### config.mk
export PLATFORM = sky130hd
export DESIGN_NAME = surface_to_host_midi_translator
export DESIGN_NICKNAME = d
export VERILOG_FILES = /design/src/hw/rtl/sthm_pkg.sv /design/src/hw/rtl/surface_to_host_midi_translator.sv /design/src/hw/rtl/sthm_front.sv /design/src/hw/rtl/sthm_queue.sv /design/src/hw/rtl/sthm_back.sv
export VERILOG_INCLUDE_DIRS = /design/src /design/src/hw/rtl
export SDC_FILE = /design/constraint.sdc
export NUM_CORES = 1
export LEC_CHECK = 0
export BUFFER_PORTS_ARGS = -buffer_cell sky130_fd_sc_hd__buf_2
export CORE_AREA = 2 2 144 146
export CTS_CLUSTER_DIAMETER = 120
export DETAILED_ROUTE_END_ITERATION = 6
export DIE_AREA = 0 0 146 148
export PLACE_DENSITY = 0.71
export SLEW_MARGIN = 20
export SYNTH_ARGS = -nofsm -noshare
export SYNTH_HDL_FRONTEND = slang
export SYNTH_HIERARCHICAL = 1
export SYNTH_SLANG_ARGS = --single-unit
export TNS_END_PERCENT = 10
### constraint.sdc
create_clock -name clk -period 3.1 [get_ports clk]
set_input_delay 0.31 -clock clk [delete_from_list [all_inputs] [get_ports clk]]
set_output_delay 0.31 -clock clk [all_outputs]
set_load 0.01 [all_outputs]
### src/hw/rtl/surface_to_host_midi_translator_assert.svh
// assertion macros used by the translator top level
`ifndef SURFACE_TO_HOST_MIDI_TRANSLATOR_ASSERT_SVH
`define SURFACE_TO_HOST_MIDI_TRANSLATOR_ASSERT_SVH

// same-cycle implication, sampled on clk, off while arst_n is low
`define STHM_ASSERT_NOW(name, ante, cons, msg) \
	name: assert property (@(posedge clk) disable iff (!arst_n) (ante) |-> (cons)) \
		else $error(msg);

// next-cycle implication, sampled on clk, off while arst_n is low
`define STHM_ASSERT_NEXT(name, ante, cons, msg) \
	name: assert property (@(posedge clk) disable iff (!arst_n) (ante) |=> (cons)) \
		else $error(msg);

`endif

### src/hw/rtl/sthm_pkg.sv
// types, byte codes and note rom shared by the translator modules
`timescale 1ns / 1ps
`default_nettype none

package sthm_pkg;

	// feedback prefix sent back to the surface
	localparam logic [1:0] FB_NONE = 2'd0;
	localparam logic [1:0] FB_SEND = 2'd1;
	localparam logic [1:0] FB_PAN  = 2'd2;

	// body kinds emitted to the host
	localparam logic [1:0] KIND_SWITCH = 2'd0;
	localparam logic [1:0] KIND_THREE  = 2'd1;
	localparam logic [1:0] KIND_BEND   = 2'd2;

	// byte values
	localparam logic [7:0] BYTE_CC       = 8'd176;
	localparam logic [7:0] BYTE_NOTE_OFF = 8'd128;
	localparam logic [7:0] BYTE_NOTE_ON  = 8'd144;
	localparam logic [7:0] BYTE_ZONE_SEL = 8'd15;
	localparam logic [7:0] BYTE_PORT_SEL = 8'd47;
	localparam logic [7:0] BYTE_JOG      = 8'd13;
	localparam logic [7:0] BYTE_FULL     = 8'd127;
	localparam logic [7:0] BYTE_HALF     = 8'd64;
	localparam logic [7:0] BYTE_ZERO     = 8'd0;
	localparam logic [7:0] BYTE_SEND_OFF = 8'd42;
	localparam logic [7:0] BYTE_PAN_NOTE = 8'd41;
	localparam logic [7:0] BEND_LOW_OFS  = 8'd32;
	localparam logic [7:0] KNOB_OFS      = 8'd48;

	// note numbers with special meaning
	localparam logic [6:0] NOTE_SCRUB     = 7'd101;
	localparam logic [6:0] NOTE_SW_A      = 7'd54;
	localparam logic [6:0] NOTE_SW_B      = 7'd58;
	localparam logic [6:0] NOTE_MODE_LO   = 7'd41;
	localparam logic [6:0] NOTE_MODE_HI   = 7'd44;
	localparam logic [6:0] NOTE_SEND      = 7'd41;
	localparam logic [6:0] NOTE_PAN       = 7'd42;
	localparam logic [6:0] NOTE_PAN_TGT   = 7'd119;
	localparam logic [6:0] VEL_FULL       = 7'd127;
	localparam logic [6:0] CC_KNOB_LO     = 7'd16;
	localparam logic [6:0] CC_KNOB_HI     = 7'd23;
	localparam logic [6:0] CC_JOG         = 7'd60;
	localparam logic [6:0] JOG_FWD        = 7'd1;
	localparam logic [6:0] JOG_REV        = 7'd65;

	// default depth of the command queue
	localparam int QUEUE_DEPTH_DEF = 4;

	// one queued command for the emitter
	typedef struct packed {
		logic [1:0] fb;
		logic [1:0] kind;
		logic [7:0] a;
		logic [7:0] b;
		logic [6:0] c;
	} cmd_t;

	// rom entry: mapped flag, zone, port
	function automatic logic [8:0] mv(input int zone, input int port);
		logic [31:0] z;
		logic [31:0] p;
		z = zone;
		p = port;
		return {1'b1, z[4:0], p[2:0]};
	endfunction

	localparam logic [8:0] NM = 9'd0;

	localparam logic [8:0] NOTE_ROM [128] = '{
		mv(0,7), mv(1,7), mv(2,7), mv(3,7), mv(4,7), mv(5,7), mv(6,7), mv(7,7),
		mv(0,3), mv(1,3), mv(2,3), mv(3,3), mv(4,3), mv(5,3), mv(6,3), mv(7,3),
		mv(0,2), mv(1,2), mv(2,2), mv(3,2), mv(4,2), mv(5,2), mv(6,2), mv(7,2),
		mv(0,1), mv(1,1), mv(2,1), mv(3,1), mv(4,1), mv(5,1), mv(6,1), mv(7,1),
		mv(0,5), mv(1,5), mv(2,5), mv(3,5), mv(4,5), mv(5,5), mv(6,5), mv(7,5),
		mv(23,2), mv(23,4), mv(23,1), NM, NM, NM, mv(10,1), mv(10,3),
		mv(10,0), mv(10,2), mv(12,3), mv(26,0), mv(26,1), mv(26,2), mv(27,0), mv(27,1),
		mv(27,2), mv(27,3), mv(27,4), mv(27,5), mv(27,6), mv(27,7), NM, NM,
		NM, NM, NM, NM, NM, NM, mv(8,1), mv(8,5),
		mv(8,0), mv(8,4), mv(24,2), mv(24,4), mv(24,0), mv(24,5), mv(24,1), mv(12,3),
		mv(8,7), mv(8,3), mv(27,7), mv(20,0), mv(20,0), mv(26,3), mv(15,3), mv(20,0),
		mv(26,4), mv(21,0), mv(26,5), mv(14,1), mv(14,2), mv(14,3), mv(14,4), mv(14,5),
		mv(13,4), mv(13,0), mv(13,1), mv(13,3), mv(13,2), mv(13,5), mv(13,6), NM,
		NM, NM, NM, NM, NM, NM, NM, mv(12,4),
		mv(28,0), NM, mv(11,7), mv(11,6), mv(11,5), mv(11,4), mv(11,3), mv(11,2),
		mv(0,4), mv(1,4), mv(2,4), mv(3,4), mv(4,4), mv(5,4), mv(6,4), mv(7,4)
	};

endpackage

`default_nettype wire

### src/hw/rtl/surface_to_host_midi_translator.sv
// top level: surface midi to host zone/port byte stream translator
//
//   channel   dir  payload                                       marker
//   s_axis    in   status[7:0] data_one[14:8] data_two[21:15]    -
//   m_axis    out  out_byte[7:0], tuser = to_source              tlast on final byte
//
// the emitter sends one byte per cycle while the output is not stalled; an item is
// 3, 6, 9, 12 or 18 bytes long at the output, set by the length of its byte sequence
// the front end takes one beat per cycle while the command queue has room
// beats that produce nothing are still accepted and leave no command
// arst_n clears modes, scrub phase, queue and emitter; payload is not reset
// an output stall holds the emitter while the front end keeps filling the queue
`timescale 1ns / 1ps
`default_nettype none

`include "surface_to_host_midi_translator_assert.svh"

module surface_to_host_midi_translator #(
	parameter int QUEUE_DEPTH = sthm_pkg::QUEUE_DEPTH_DEF
) (
	input  wire         clk,
	input  wire         arst_n,
	input  wire         s_tvalid,
	output logic        s_tready,
	input  wire  [23:0] s_tdata,    // status[7:0], data_one[14:8], data_two[21:15]
	output logic        m_tvalid,
	input  wire         m_tready,
	output logic [7:0]  m_tdata,    // out_byte[7:0]
	output logic        m_tuser,    // to_source
	output logic        m_tlast
);
	import sthm_pkg::*;

	cmd_t push_cmd;
	cmd_t head;
	logic push;
	logic pop;
	logic q_full;
	logic q_empty;
	logic busy;

	// classify incoming beats
	sthm_front u_front (
		.clk      (clk),
		.arst_n   (arst_n),
		.s_tvalid (s_tvalid),
		.s_tready (s_tready),
		.s_tdata  (s_tdata),
		.q_full   (q_full),
		.push     (push),
		.cmd      (push_cmd)
	);

	// decouple front end from emitter
	sthm_queue #(
		.DEPTH (QUEUE_DEPTH)
	) u_queue (
		.clk       (clk),
		.arst_n    (arst_n),
		.push      (push),
		.push_data (push_cmd),
		.pop       (pop),
		.head      (head),
		.full      (q_full),
		.empty     (q_empty)
	);

	// emit bytes
	sthm_back u_back (
		.clk      (clk),
		.arst_n   (arst_n),
		.head     (head),
		.q_empty  (q_empty),
		.pop      (pop),
		.busy     (busy),
		.m_tvalid (m_tvalid),
		.m_tready (m_tready),
		.m_tdata  (m_tdata),
		.m_tuser  (m_tuser),
		.m_tlast  (m_tlast)
	);

	// checks
	`STHM_ASSERT_NOW(a_no_push_full, push, !q_full, "command pushed into full queue")
	`STHM_ASSERT_NEXT(a_pickup, !busy && !q_empty, busy, "emitter left pending command")
	`STHM_ASSERT_NOW(a_fb_not_last, m_tvalid && m_tuser, !m_tlast, "feedback beat marked last")

endmodule

`default_nettype wire

### src/hw/rtl/sthm_front.sv
// front end: accepts midi beats, tracks modes and scrub, builds commands
`timescale 1ns / 1ps
`default_nettype none

module sthm_front (
	input  wire                  clk,
	input  wire                  arst_n,
	input  wire                  s_tvalid,
	output logic                 s_tready,
	input  wire  [23:0]          s_tdata,   // status[7:0], data_one[14:8], data_two[21:15]
	input  wire                  q_full,
	output logic                 push,
	output sthm_pkg::cmd_t       cmd
);
	import sthm_pkg::*;

	logic [1:0] scrub_phase_q;
	logic       send_mode_q;
	logic       pan_mode_q;

	logic [7:0] status;
	logic [6:0] d1;
	logic [6:0] d2;
	logic       accept;
	logic       is_note, is_cc, is_bend;
	logic       on;
	logic       scrub_hit;
	logic       rom_hit;
	logic       mode_note;
	logic       send_n, pan_n;
	logic [6:0] note2;
	logic [8:0] entry;
	logic       emit;
	logic       note_path;
	logic [7:0] flipped;

	assign status = s_tdata[7:0];
	assign d1     = s_tdata[14:8];
	assign d2     = s_tdata[21:15];

	assign s_tready = !q_full;
	assign accept   = s_tvalid && s_tready;

	assign is_note = (status[7:5] == 3'b100);
	assign is_cc   = (status[7:4] == 4'hB);
	assign is_bend = (status[7:4] == 4'hE);

	assign on        = (d2 == VEL_FULL);
	assign scrub_hit = (d1 == NOTE_SCRUB) && on;
	assign rom_hit   = NOTE_ROM[d1][8];
	assign mode_note = (d1 >= NOTE_MODE_LO) && (d1 <= NOTE_MODE_HI);
	// mapped path: not scrub and not the two fixed switches
	assign note_path = !scrub_hit && (d1 != NOTE_SW_A) && (d1 != NOTE_SW_B) && rom_hit;

	// value above or below center: same as +64 / -64, and as 66-value for the jog codes
	assign flipped = {1'b0, ~d2[6], d2[5:0]};

	// mode after this note
	always_comb begin
		send_n = send_mode_q;
		pan_n  = pan_mode_q;
		if (note_path && mode_note) begin
			send_n = (d1 == NOTE_SEND);
			pan_n  = (d1 == NOTE_PAN);
		end
	end

	// remap under the knob mode
	always_comb begin
		note2 = d1;
		if (send_n) begin
			if (d1 == 7'd40) begin
				note2 = 7'd79;
			end else if (d1 == 7'd45) begin
				note2 = 7'd111;
			end else if (d1 >= 7'd74 && d1 <= 7'd78) begin
				note2 = d1 + 7'd40;
			end
		end else if (pan_n) begin
			note2 = NOTE_PAN_TGT;
		end
	end

	assign entry = NOTE_ROM[note2];

	// classify the beat into one command
	always_comb begin
		emit     = 1'b0;
		cmd.fb   = FB_NONE;
		cmd.kind = KIND_SWITCH;
		cmd.a    = 8'd0;
		cmd.b    = 8'd0;
		cmd.c    = 7'd0;
		if (is_note) begin
			if (scrub_hit) begin
				emit = (scrub_phase_q != 2'd3);
				case (scrub_phase_q)
					2'd0: begin
						cmd.a = 8'd13;
						cmd.b = 8'd5 + BYTE_HALF;
					end
					2'd1: begin
						cmd.a = 8'd13;
						cmd.b = 8'd6 + BYTE_HALF;
					end
					default: begin
						cmd.a = 8'd14;
						cmd.b = 8'd3 + BYTE_HALF;
					end
				endcase
			end else if (d1 == NOTE_SW_A || d1 == NOTE_SW_B) begin
				emit  = 1'b1;
				cmd.a = 8'd8;
				cmd.b = {1'b0, on, 3'b000, (d1 == NOTE_SW_A) ? 3'd2 : 3'd6};
			end else if (rom_hit) begin
				emit   = 1'b1;
				cmd.fb = send_n ? FB_SEND : (pan_n ? FB_PAN : FB_NONE);
				cmd.a  = {3'b000, entry[7:3]};
				cmd.b  = {1'b0, on, 3'b000, entry[2:0]};
			end
		end else if (is_cc) begin
			cmd.kind = KIND_THREE;
			cmd.b    = flipped;
			if (d1 >= CC_KNOB_LO && d1 <= CC_KNOB_HI) begin
				emit  = 1'b1;
				cmd.a = {1'b0, d1} + KNOB_OFS;
			end else if (d1 == CC_JOG && (d2 == JOG_FWD || d2 == JOG_REV)) begin
				emit  = 1'b1;
				cmd.a = BYTE_JOG;
			end
		end else if (is_bend) begin
			emit     = 1'b1;
			cmd.kind = KIND_BEND;
			cmd.a    = {4'b0000, status[3:0]};
			cmd.b    = {1'b0, d2};
			cmd.c    = d1;
		end
	end

	assign push = accept && emit;

	// mode and scrub state
	always_ff @(posedge clk or negedge arst_n) begin
		if (!arst_n) begin
			scrub_phase_q <= 2'd0;
			send_mode_q   <= 1'b0;
			pan_mode_q    <= 1'b0;
		end else if (accept && is_note) begin
			if (scrub_hit) begin
				scrub_phase_q <= (scrub_phase_q >= 2'd2) ? 2'd0 : scrub_phase_q + 2'd1;
			end
			send_mode_q <= send_n;
			pan_mode_q  <= pan_n;
		end
	end

endmodule

`default_nettype wire

### src/hw/rtl/sthm_queue.sv
// short command queue between front end and emitter
`timescale 1ns / 1ps
`default_nettype none

module sthm_queue #(
	parameter int DEPTH = sthm_pkg::QUEUE_DEPTH_DEF
) (
	input  wire              clk,
	input  wire              arst_n,
	input  wire              push,
	input  sthm_pkg::cmd_t   push_data,
	input  wire              pop,
	output sthm_pkg::cmd_t   head,
	output logic             full,
	output logic             empty
);
	import sthm_pkg::*;

	localparam int PTR_W = $clog2(DEPTH);
	localparam int CNT_W = $clog2(DEPTH + 1);

	cmd_t             slot_q [DEPTH];
	logic [PTR_W-1:0] wr_ptr_q;
	logic [PTR_W-1:0] rd_ptr_q;
	logic [CNT_W-1:0] count_q;
	logic             do_push;
	logic             do_pop;

	assign full    = (count_q == CNT_W'(DEPTH));
	assign empty   = (count_q == '0);
	assign do_push = push && !full;
	assign do_pop  = pop && !empty;
	assign head    = slot_q[rd_ptr_q];

	// storage
	always_ff @(posedge clk) begin
		if (do_push) begin
			slot_q[wr_ptr_q] <= push_data;
		end
	end

	// pointers and fill count
	always_ff @(posedge clk or negedge arst_n) begin
		if (!arst_n) begin
			wr_ptr_q <= '0;
			rd_ptr_q <= '0;
			count_q  <= '0;
		end else begin
			if (do_push) begin
				wr_ptr_q <= (wr_ptr_q == PTR_W'(DEPTH - 1)) ? '0 : wr_ptr_q + 1'b1;
			end
			if (do_pop) begin
				rd_ptr_q <= (rd_ptr_q == PTR_W'(DEPTH - 1)) ? '0 : rd_ptr_q + 1'b1;
			end
			if (do_push && !do_pop) begin
				count_q <= count_q + 1'b1;
			end else if (do_pop && !do_push) begin
				count_q <= count_q - 1'b1;
			end
		end
	end

endmodule

`default_nettype wire

### src/hw/rtl/sthm_back.sv
// emitter: walks one command and sends its bytes one beat per cycle while the output is not stalled
`timescale 1ns / 1ps
`default_nettype none

module sthm_back (
	input  wire              clk,
	input  wire              arst_n,
	input  sthm_pkg::cmd_t   head,
	input  wire              q_empty,
	output logic             pop,
	output logic             busy,
	output logic             m_tvalid,
	input  wire              m_tready,
	output logic [7:0]       m_tdata,   // out_byte[7:0]
	output logic             m_tuser,   // to_source
	output logic             m_tlast
);
	import sthm_pkg::*;

	cmd_t       cur_q;
	logic       busy_q;
	logic       body_q;     // 0 feedback section, 1 host section
	logic [2:0] grp_q;
	logic [1:0] sub_q;
	logic       out_valid_q;
	logic [7:0] out_byte_q;
	logic       out_src_q;
	logic       out_last_q;

	logic       adv;
	logic       grp_last;
	logic       final_byte;
	logic [7:0] byte_val;
	logic       load;

	assign busy     = busy_q;
	assign m_tvalid = out_valid_q;
	assign m_tdata  = out_byte_q;
	assign m_tuser  = out_src_q;
	assign m_tlast  = out_last_q;

	assign adv = busy_q && (!out_valid_q || m_tready);

	// last group of the current section
	always_comb begin
		if (!body_q) begin
			grp_last = (cur_q.fb == FB_SEND) ? (grp_q == 3'd1) : (grp_q == 3'd0);
		end else begin
			case (cur_q.kind)
				KIND_SWITCH: grp_last = (grp_q == 3'd1);
				KIND_BEND:   grp_last = (grp_q == 3'd5);
				default:     grp_last = (grp_q == 3'd0);
			endcase
		end
	end

	assign final_byte = body_q && grp_last && (sub_q == 2'd2);
	assign load       = !q_empty && (!busy_q || (adv && final_byte));
	assign pop        = load;

	// byte for the current position
	always_comb begin
		byte_val = BYTE_ZERO;
		if (!body_q) begin
			if (sub_q == 2'd0) begin
				byte_val = (grp_q == 3'd0) ? BYTE_NOTE_OFF : BYTE_NOTE_ON;
			end else if (sub_q == 2'd1) begin
				byte_val = (cur_q.fb == FB_SEND && grp_q == 3'd0) ? BYTE_SEND_OFF
					: BYTE_PAN_NOTE;
			end else begin
				byte_val = (cur_q.fb == FB_SEND && grp_q == 3'd1) ? BYTE_FULL : BYTE_ZERO;
			end
		end else if (sub_q == 2'd0) begin
			byte_val = BYTE_CC;
		end else begin
			case (cur_q.kind)
				KIND_SWITCH: begin
					if (sub_q == 2'd1) begin
						byte_val = (grp_q == 3'd0) ? BYTE_ZONE_SEL : BYTE_PORT_SEL;
					end else begin
						byte_val = (grp_q == 3'd0) ? cur_q.a : cur_q.b;
					end
				end
				KIND_BEND: begin
					case (grp_q)
						3'd0, 3'd4: byte_val = (sub_q == 2'd1) ? BYTE_ZONE_SEL : cur_q.a;
						3'd1:       byte_val = (sub_q == 2'd1) ? BYTE_PORT_SEL : BYTE_HALF;
						3'd2:       byte_val = (sub_q == 2'd1) ? cur_q.a : cur_q.b;
						3'd3:       byte_val = (sub_q == 2'd1) ? cur_q.a + BEND_LOW_OFS
							: {1'b0, cur_q.c};
						default:    byte_val = (sub_q == 2'd1) ? BYTE_PORT_SEL : BYTE_ZERO;
					endcase
				end
				default: begin
					byte_val = (sub_q == 2'd1) ? cur_q.a : cur_q.b;
				end
			endcase
		end
	end

	// current command and walk position
	always_ff @(posedge clk or negedge arst_n) begin
		if (!arst_n) begin
			busy_q <= 1'b0;
			body_q <= 1'b0;
			grp_q  <= 3'd0;
			sub_q  <= 2'd0;
		end else if (load) begin
			busy_q <= 1'b1;
			body_q <= (head.fb == FB_NONE);
			grp_q  <= 3'd0;
			sub_q  <= 2'd0;
		end else if (adv) begin
			if (final_byte) begin
				busy_q <= 1'b0;
			end else if (sub_q == 2'd2) begin
				sub_q <= 2'd0;
				if (grp_last) begin
					body_q <= 1'b1;
					grp_q  <= 3'd0;
				end else begin
					grp_q <= grp_q + 3'd1;
				end
			end else begin
				sub_q <= sub_q + 2'd1;
			end
		end
	end

	// command payload
	always_ff @(posedge clk) begin
		if (load) begin
			cur_q <= head;
		end
	end

	// output register valid
	always_ff @(posedge clk or negedge arst_n) begin
		if (!arst_n) begin
			out_valid_q <= 1'b0;
		end else if (adv) begin
			out_valid_q <= 1'b1;
		end else if (m_tready) begin
			out_valid_q <= 1'b0;
		end
	end

	// output register payload
	always_ff @(posedge clk) begin
		if (adv) begin
			out_byte_q <= byte_val;
			out_src_q  <= !body_q;
			out_last_q <= final_byte;
		end
	end

endmodule

`default_nettype wire
; Word-level counts from Yosys, hierarchy flattened
; Memories as Yosys holds them, arrays and structs flattened.
; Cells that the tools add are included.
[word_totals]
romBits = 2304
ff_bits = 56
out_inout_bits = 12
mem_bits_rw = 108
n_memories = 3
elab_cells = 212
[classes]
bitwise_logic = 3
n_eq_ne = 31
magnitude_cmp = 9
add_sub_neg = 10
reduce_logical = 53
n_mux = 84
[mem_list]
columns = name, words, word_bits, rd, rd_clocked_by_memory_dff, wr, line
row1 = (no name shown), 128, 9, 1, 0, 0, sthm_front.sv:50  ; assign rom_hit = NOTE_ROM[d1][8];
row2 = (no name shown), 128, 9, 1, 0, 0, sthm_front.sv:84  ; assign entry = NOTE_ROM[note2];
row3 = u_queue.slot_q, 4, 27, 1, 0, 1, sthm_queue.sv:22  ; cmd_t slot_q [DEPTH];
[ops]
columns = op, count
row1 = $mux 8, 12
row2 = $mux 7, 9
row3 = $eq 7x6->1 const B, 7
row4 = $mux 16, 3
row5 = $pmux 8 s4, 1
row6 = $mux 2, 15
row7 = $mux 25, 1
row8 = $mux 1, 24
row9 = $mux 3, 8
row10 = $logic_and 1x1->1, 23
row11 = $eq 7x7->1 const B, 3
row12 = $pmux 10 s2, 1
row13 = $mux 18, 1
row14 = $mux 9, 2
row15 = $ge 8x8->1 const B, 2
row16 = $not 7->8, 2
row17 = $pmux 8 s2, 1
row18 = $ne 7x6->1 const B, 2
row19 = $mux 13, 1
row20 = $eq 3x3->1 const B, 4
row21 = $mux 6, 2
row22 = $reduce_bool 2->1, 6
row23 = $add 2x1->2 const B, 4
row24 = $add 7x6->8 const B, 1
row25 = 30 further kinds, 55

; Depth between registers and ports, before layout
; Gate-level depths: netlist (run 1).
[depth]
word_depth = 18
depth_mapped = 18
depth_no_buf = 17

; Hierarchy
; Netlist (run 1), hierarchy kept.
[modules_own_cells]
columns = mod, cells_per_inst, instances, seq_area_each_um2, area_each_um2
row1 = sthm_queue, 178, 1, 3418.3, 4352.9
row2 = sthm_back, 243, 1, 1311.3, 2567.5
row3 = sthm_front, 373, 1, 100.1, 2513.7

; Worst setup path after synthesis (run 1)
; OpenSTA, ideal clock, no wires.
[synth_timing]
path_kind = input to register
from = in s_tdata[12]
to = mem u_queue/slot_q[0][9] in the netlist's numbering (data pin)
setup_ns = 0.272
arrival_ns = 3.753
setup_slack_ns = -0.925
cell_stages = 15
path_buffers = 2
t_required_ns = 2.828
cell_sequence = clkbuf_1 > inv_1 > ha_1 > nand4bb_1 > nor4_4 > nor2_2 > nand4_2 > buf_6 > a21oi_2 > inv_1 > ha_1 > mux2_2 > a221oi_1 > o311ai_1 > a221o_1
[synth_lines]
columns = item, line
row1 = from (decl), surface_to_host_midi_translator.sv:25  ; input wire [23:0] s_tdata,
row2 = to (decl), sthm_queue.sv:22

==> impl_metrics.tcl, run 1 <==
set metrics [dict create \
    status "finished clean" \
    async_flop_share_pct 11.6 \
    die_w_um 146 \
    tightest_slew_ps 879 \
    synth_ff_type "edfxtp_1" \
    ctsLongestPathBuffers 2 \
    num_rows 52 \
    power.density_nw_per_um2 623 \
    timing_hold_violations_final 0 \
    gr-usage-all-layers_pct 23.2 \
    cts-root-buf "clkbuf_16" \
    wl_met2_um 12000 \
    topRoutingLayerUsed "met4" \
    holdPathEnd "u_front/pan_mode_q$_DFFE_PN0P_" \
    gp_congestion 0.970 \
    dr_wl_met3_um 1290 \
    drt-initial-drc-count 571 \
    cts_buffers 17 \
    synth_cells 794 \
    yosysWarnings 6 \
    final_cells 1242 \
    preCtsSetupSlack_ps -482 \
    setup_ws_ps 56.6 \
    fin_hold_ws_ps 287 \
    wl_per_cell_um 19.5 \
    cts_sinks 164 \
    grt_overflow 0 \
    power_leakage_nw 4.41 \
    drc_errors 0 \
    first_pass_iters 6 \
    grt_pass1_vias 7239 \
    peakVddDrop_mv 0.425 \
    initial_core_util_pct 47.1 \
    ant_nets 0 \
    critPathArrivalTime_ps 3180 \
    grt_first_pass_wirelength_um 39400 \
    hp-class "in2reg" \
    min-delay-start "s_tvalid" \
    avgSynthCellArea_sq_um 11.9 \
    clock.fmax_mhz 329 \
    die_area_sq_um 21600 \
    maxCapViolations 0 \
    placed_area_sq_um 11100 \
    final.setup.tns_ps 0 \
    clk_pin_slew_worst_paths_ps 60 \
    fin_crit_ps 3040 \
    dp.cells 1207 \
    fin_nets 1017 \
    reg2reg_from "u_back/grp_q[1]$_DFFE_PN0P_" \
    io_pins 40 \
    ys_ff_latch 164 \
    cp_max_fo 10 \
    antenna_found_initial 0 \
    antenna_cells 0 \
    relSlewSlack_pct 41.3 \
    avgViaCountPerCell 5.85 \
    finClkSkew_ps 11.1 \
    cts_max_level 4 \
    design_area_sq_um 11700 \
    critPathKind "in2reg" \
    clk_latency_ps 420 \
    r2r_slack_ps 170 \
    rr_endpoint "u_queue/count_q[1]$_DFFE_PN0P_" \
    vias 7266 \
    cts_tree "yes" \
    crit_path_start_kind "input port" \
    seq_area_frac_synth_pct 51.2 \
    synthesis.area_sq_um 9430 \
    netlist.top_cell.by_area "edfxtp_1" \
    end_kind "flop" \
    rr_worst_depth 11 \
    dp_hpwl_um 17900 \
    drive_gt1_share_pct 32.9 \
    maxSlewViolCount 0 \
    fin_crit_sh_pct 98.2 \
    grt_setup_unrepaired "true" \
    synth.most_common_cell "edfxtp_1" \
    hold_depth 3 \
    grt_max_degree 29 \
    synthTopCellsByCount "edfxtp_1 (145), nand2_1 (62), nor2_1 (47), a21oi_1 (40)" \
    wl_um 24200 \
    portBuffers 37 \
    critPathRequiredTime_ps 3240 \
    setup_viol 0 \
    drt-met1-wl_um 10100 \
    yosys.area.top_type_share_pct 46.2 \
    ys_types 100 \
    core_area_sq_um 20000 \
    dieHeight_um 148 \
    synthTopCellsByArea "edfxtp_1 (46%), mux4_2 (6.4%), dfrtp_1 (5.0%), ha_1 (3.8%), nand2_1 (2.5%)" \
    area_delta_synth_final_pct 24.3 \
    synth-edff-count 145 \
]
## final cells by class
| cell class | instances | area [sq um] |
|---|---|---|
| clock buffer | 19 | 433 |
| clock inverter | 13 | 113 |
| fill | 1650 | 8310 |
| inverter | 27 | 109 |
| multi-input combinational | 553 | 4420 |
| sequential | 164 | 4830 |
| tap | 270 | 338 |
| timing repair buffer | 196 | 1490 |
## worst max-delay path, stage by stage
cell and delay, ps:
buf_2 100, or3b_1 420, o22a_1 240, o21ai_2 210
nand4_4 160, buf_6 190, a21oi_4 160, inv_1 110
buf_4 170, ha_1 240, buf_4 150, o31ai_1 240
a21oi_1 80, a311oi_2 260, nor3_2 110
## placed cells by master, fill, tap and decap left out, drive strengths merged, types with 17 or more instances in the layout
master / n
inv: 27
o21ai: 41
edfxtp: 145
and2: 17
dfrtp: 19
ha: 29
mux4: 27
buf: 195
nor2: 50
nand3: 24
a21oi: 42
nor3: 26
nand2b: 18
clkbuf: 19
nand2: 62
## logic make-up (layout without fill, tap and decap cells)
| kind of cell | Yosys count | in the layout | synth area share, % |
|---|---|---|---|
| buf+inv | 78 | 255 | 4.03 |
| fa+ha+maj | 30 | 30 | 4.06 |
| flops | 164 | 164 | 51.2 |
| mux | 47 | 47 | 8.82 |
| compound gates | 214 | 214 | 16.9 |
| other cells | 1 | 2 | 0.0397 |
| xor+xnor | 9 | 9 | 0.835 |
| simple gates | 251 | 251 | 14.2 |
## routing by layer
metal | global-route usage, % | up-vias
met5 | 0 | -
met4 | 7.67 | 0
met3 | 2.75 | 57
met2 | 40.4 | 281
met1 | 30.5 | 3500
li1 | - | 3428
## power by group
part / internal, mW / total (mW) / switching (mW)
logic: 1.15 / 2.47 / 1.32
registers: 2.71 / 2.94 / 0.233
clock network: 1.10 / 1.90 / 0.799
## flip-flops by register name, indices dropped and copies added (netlist names), 2 cells and up
register	flops
u_front/scrub_phase_q	2
u_back/m_tdata	8
u_back/cur_q	27
u_queue/count_q	3
u_queue/slot_q	108
u_back/sub_q	2
u_queue/wr_ptr_q	2
u_queue/rd_ptr_q	2
u_back/grp_q	3
## repair_timing
action	CTS	global route
setup endpoints to repair	8	34
pin swaps	0	8
hold buffers	1	0
gates resized for setup	2	23
setup buffers	0	2
cloned	0	0
hold endpoints to repair	19	0
## how the worst max path moves through the flow
stage	cells after the start	start	endpoint	slack, ps
4_1_cts	13	s_tdata[10]	u_queue/slot_q[3][7]$_DFFE_PP_	3
3_3_place_gp	14	s_tdata[10]	u_queue/slot_q[0][16]$_DFFE_PP_	-490
6_report	15	s_tdata[10]	u_queue/slot_q[0][18]$_DFFE_PP_	60
2_1_floorplan	15	s_tdata[12]	u_queue/slot_q[0][9]$_DFFE_PP_	-430
3_5_place_dp	14	s_tdata[10]	u_queue/slot_q[1][17]$_DFFE_PP_	-480
5_1_grt	15	s_tdata[10]	u_queue/slot_q[0][18]$_DFFE_PP_	-80
## metrics by stage
stage | utilization (%) | power, mW
after floorplan | - | 4.74
after global placement | 55.2 | 5.36
after detailed placement | 55.2 | 5.42
after CTS | 58.0 | 7.33
after global routing | 58.5 | 7.73
final | 58.5 | 7.31
Power figures use the tool's default switching activity.
==> run 2, diff against run 1 <==
CELL_PAD_IN_SITES_DETAIL_PLACEMENT = 1   (was default)
CELL_PAD_IN_SITES_GLOBAL_PLACEMENT = 1   (was default)
CORE_AREA = 2 2 147 149   (was 2 2 144 146)
DIE_AREA = 0 0 149 151   (was 0 0 146 148)
MAX_ROUTING_LAYER = met4   (was default)
PLACE_DENSITY = 0.8   (was 0.71)
==> impl_metrics.tcl, run 2 (synthesis results as in run 1) <==
set metrics [dict create \
    critPathArrivalTime_ps 3240 \
    clock.fmax_mhz 324 \
    clk_pin_slew_worst_paths_ps 70 \
    avgViaCountPerCell 6.04 \
    slowest_delay_ps 400 \
    core_area_sq_um 20800 \
    ctsLongestPathBuffers 2 \
    dieHeight_um 151 \
    fin_crit_ps 3090 \
    fin_hold_ws_ps 304 \
    portBuffers 37 \
    cts_sinks 164 \
    largest_reg_flops 108 \
    final_cell_mix "buf_4 (149), edfxtp_1 (145), nand2_1 (60)" \
    drt-initial-drc-count 552 \
    ant_nets 0 \
    preCtsSetupSlack_ps -485 \
    clk_latency_ps 420 \
    relSlewSlack_pct 37.2 \
    peakVddDrop_mv 0.387 \
    cpMaxStageDelayCell "a221o_1" \
    wl_per_cell_um 23.5 \
    finalPower_mw 7.72 \
    fillCellCount 2175 \
    first_pass_iters 5 \
    gr-usage-all-layers_pct 27.3 \
    busiest_layer "met2" \
    grt_max_degree 29 \
    finClkSkew_ps 11.5 \
    power.density_nw_per_um2 646 \
    grt_first_pass_wirelength_um 45400 \
    regMostFlops "u_queue/slot_q" \
    gp_congestion 0.941 \
    num_rows 53 \
    crit_path_cell_trace "buf_6 > or3b_4 > o22a_1 > o21ai_2 > nand4_4 > mux2i_4 > o21ai_4 > inv_4 > ha_4 > nor2_4 > o31ai_4 > a21oi_2 > o311ai_2 > a221o_1" \
    cp_top_family "compound AO/OA/AOI/OAI gates" \
    status "finished clean" \
    cts_buffers 17 \
    drive_gt1_share_pct 34.7 \
    cts_tree "yes" \
    cp_max_fo 5 \
    crit_path_start_kind "input port" \
    antenna_cells 0 \
    met3_usage_pct 3.37 \
    use_met2_pct 47.0 \
    fin_nets 1020 \
    cts_max_level 4 \
    initial_core_util_pct 45.3 \
    grt_setup_unrepaired "true" \
    wl_um 29300 \
    timing_hold_violations_final 0 \
    setup_viol 0 \
    drc_errors 0 \
    path_buf_inv 2 \
    setup_ws_ps 10.2 \
    critPathRequiredTime_ps 3250 \
    vias 7548 \
    fin_crit_sh_pct 99.7 \
    final.setup.tns_ps 0 \
    power_leakage_nw 4.47 \
    grt_use_met1_pct 33.6 \
    final_common_cell "buf_4" \
    maxCapViolations 0 \
    area_delta_synth_final_pct 26.8 \
    end_kind "flop" \
    antenna_found_initial 0 \
    grt_pass1_vias 7997 \
    tightest_slew_ps 939 \
    die_area_sq_um 22500 \
    hp-class "in2reg" \
    critPathKind "in2reg" \
    io_pins 40 \
    maxSlewViolCount 0 \
    grt_overflow 0 \
    dp_hpwl_um 21200 \
    reg2reg_from "u_back/grp_q[1]$_DFFE_PN0P_" \
    cts-root-buf "clkbuf_16" \
    die_w_um 149 \
    startpoint "s_tdata[10]" \
    min-delay-start "s_tvalid" \
]
==> run 2: changes by cell type in the layout (fill, tap and decap cells not counted), moves of 3 or more <==
| cell | change |
|---|---|
| inv_6 | +3 |
| clkinvlp_4 | -3 |
| inv_8 | +6 |
| buf_6 | +7 |
| ha_1 | -3 |
| ha_4 | +3 |
| buf_2 | -4 |
==> run 2: area by class of cell <==
cell class,count,area [sq um],area share (%)
clock buffers,17,425,3.56
clock inverters,15,155,1.30
inverters,27,111,0.931
multi-input cells,553,4550,38.0
flip-flops and latches,164,4830,40.4
well taps,275,344,2.88
repair buffers,199,1540,12.9
==> run 2: metal layers <==
layer  share of wire (%)  vias up
li1                    -     3421
met1                  41     3785
met4                 3.2        0
met2                  52      275
met3                 4.3       67
met5                   0        -
==> run 2: per-stage QoR <==
step	std cells	cell area [sq um]	utilization (%)
after floorplan	795	9560	-
after global placement	1208	11000	53.0
after detailed placement	1208	11000	53.0
after CTS	1241	11600	55.9
after global routing	1250	12000	57.4
final	1250	12000	57.4
==> run 2: final timing paths <==
| check | slack (ps) | to | cells after the start |
|---|---|---|---|
| worst max-delay path | 10 | u_queue/slot_q[2][9]$_DFFE_PP_ | 14 |
| worst min-delay path | 300 | u_front/pan_mode_q$_DFFE_PN0P_ | 3 |
| worst max register to register | 120 | u_queue/count_q[1]$_DFFE_PN0P_ | 11 |
| worst min register to register | 540 | u_queue/count_q[2]$_DFFE_PN0P_ | 1 |
| max in group asynchronous | 2320 | u_queue/rd_ptr_q[0]$_DFFE_PN0P_ | 2 |
| min in group asynchronous | 400 | u_back/m_tvalid$_DFFE_PN0P_ | 2 |
==> run 2: repair_timing <==
| item | in CTS | in global routing |
|---|---|---|
| hold buffers | 1 | 0 |
| pin swaps | 0 | 25 |
| setup endpoints to repair | 25 | 34 |
| resized for setup | 7 | 54 |
| setup buffers | 0 | 9 |
| hold endpoints to repair | 19 | 0 |
==> run 2: power by group <==
| group | switching, mW | internal [mW] |
|---|---|---|
| combinational | 1.54 | 1.20 |
| sequential | 0.219 | 2.72 |
| clock | 0.965 | 1.08 |
==> run 2: worst reg2reg max path: stages (launching register included) <==
cell and delay (ps):
dfrtp_1 420, inv_1 120, ha_1 230, and2b_4 250, a32oi_2 160, or3_4 430
a21oi_4 190, o31ai_2 130, ha_2 210, inv_1 70, fa_1 390, mux2_2 270
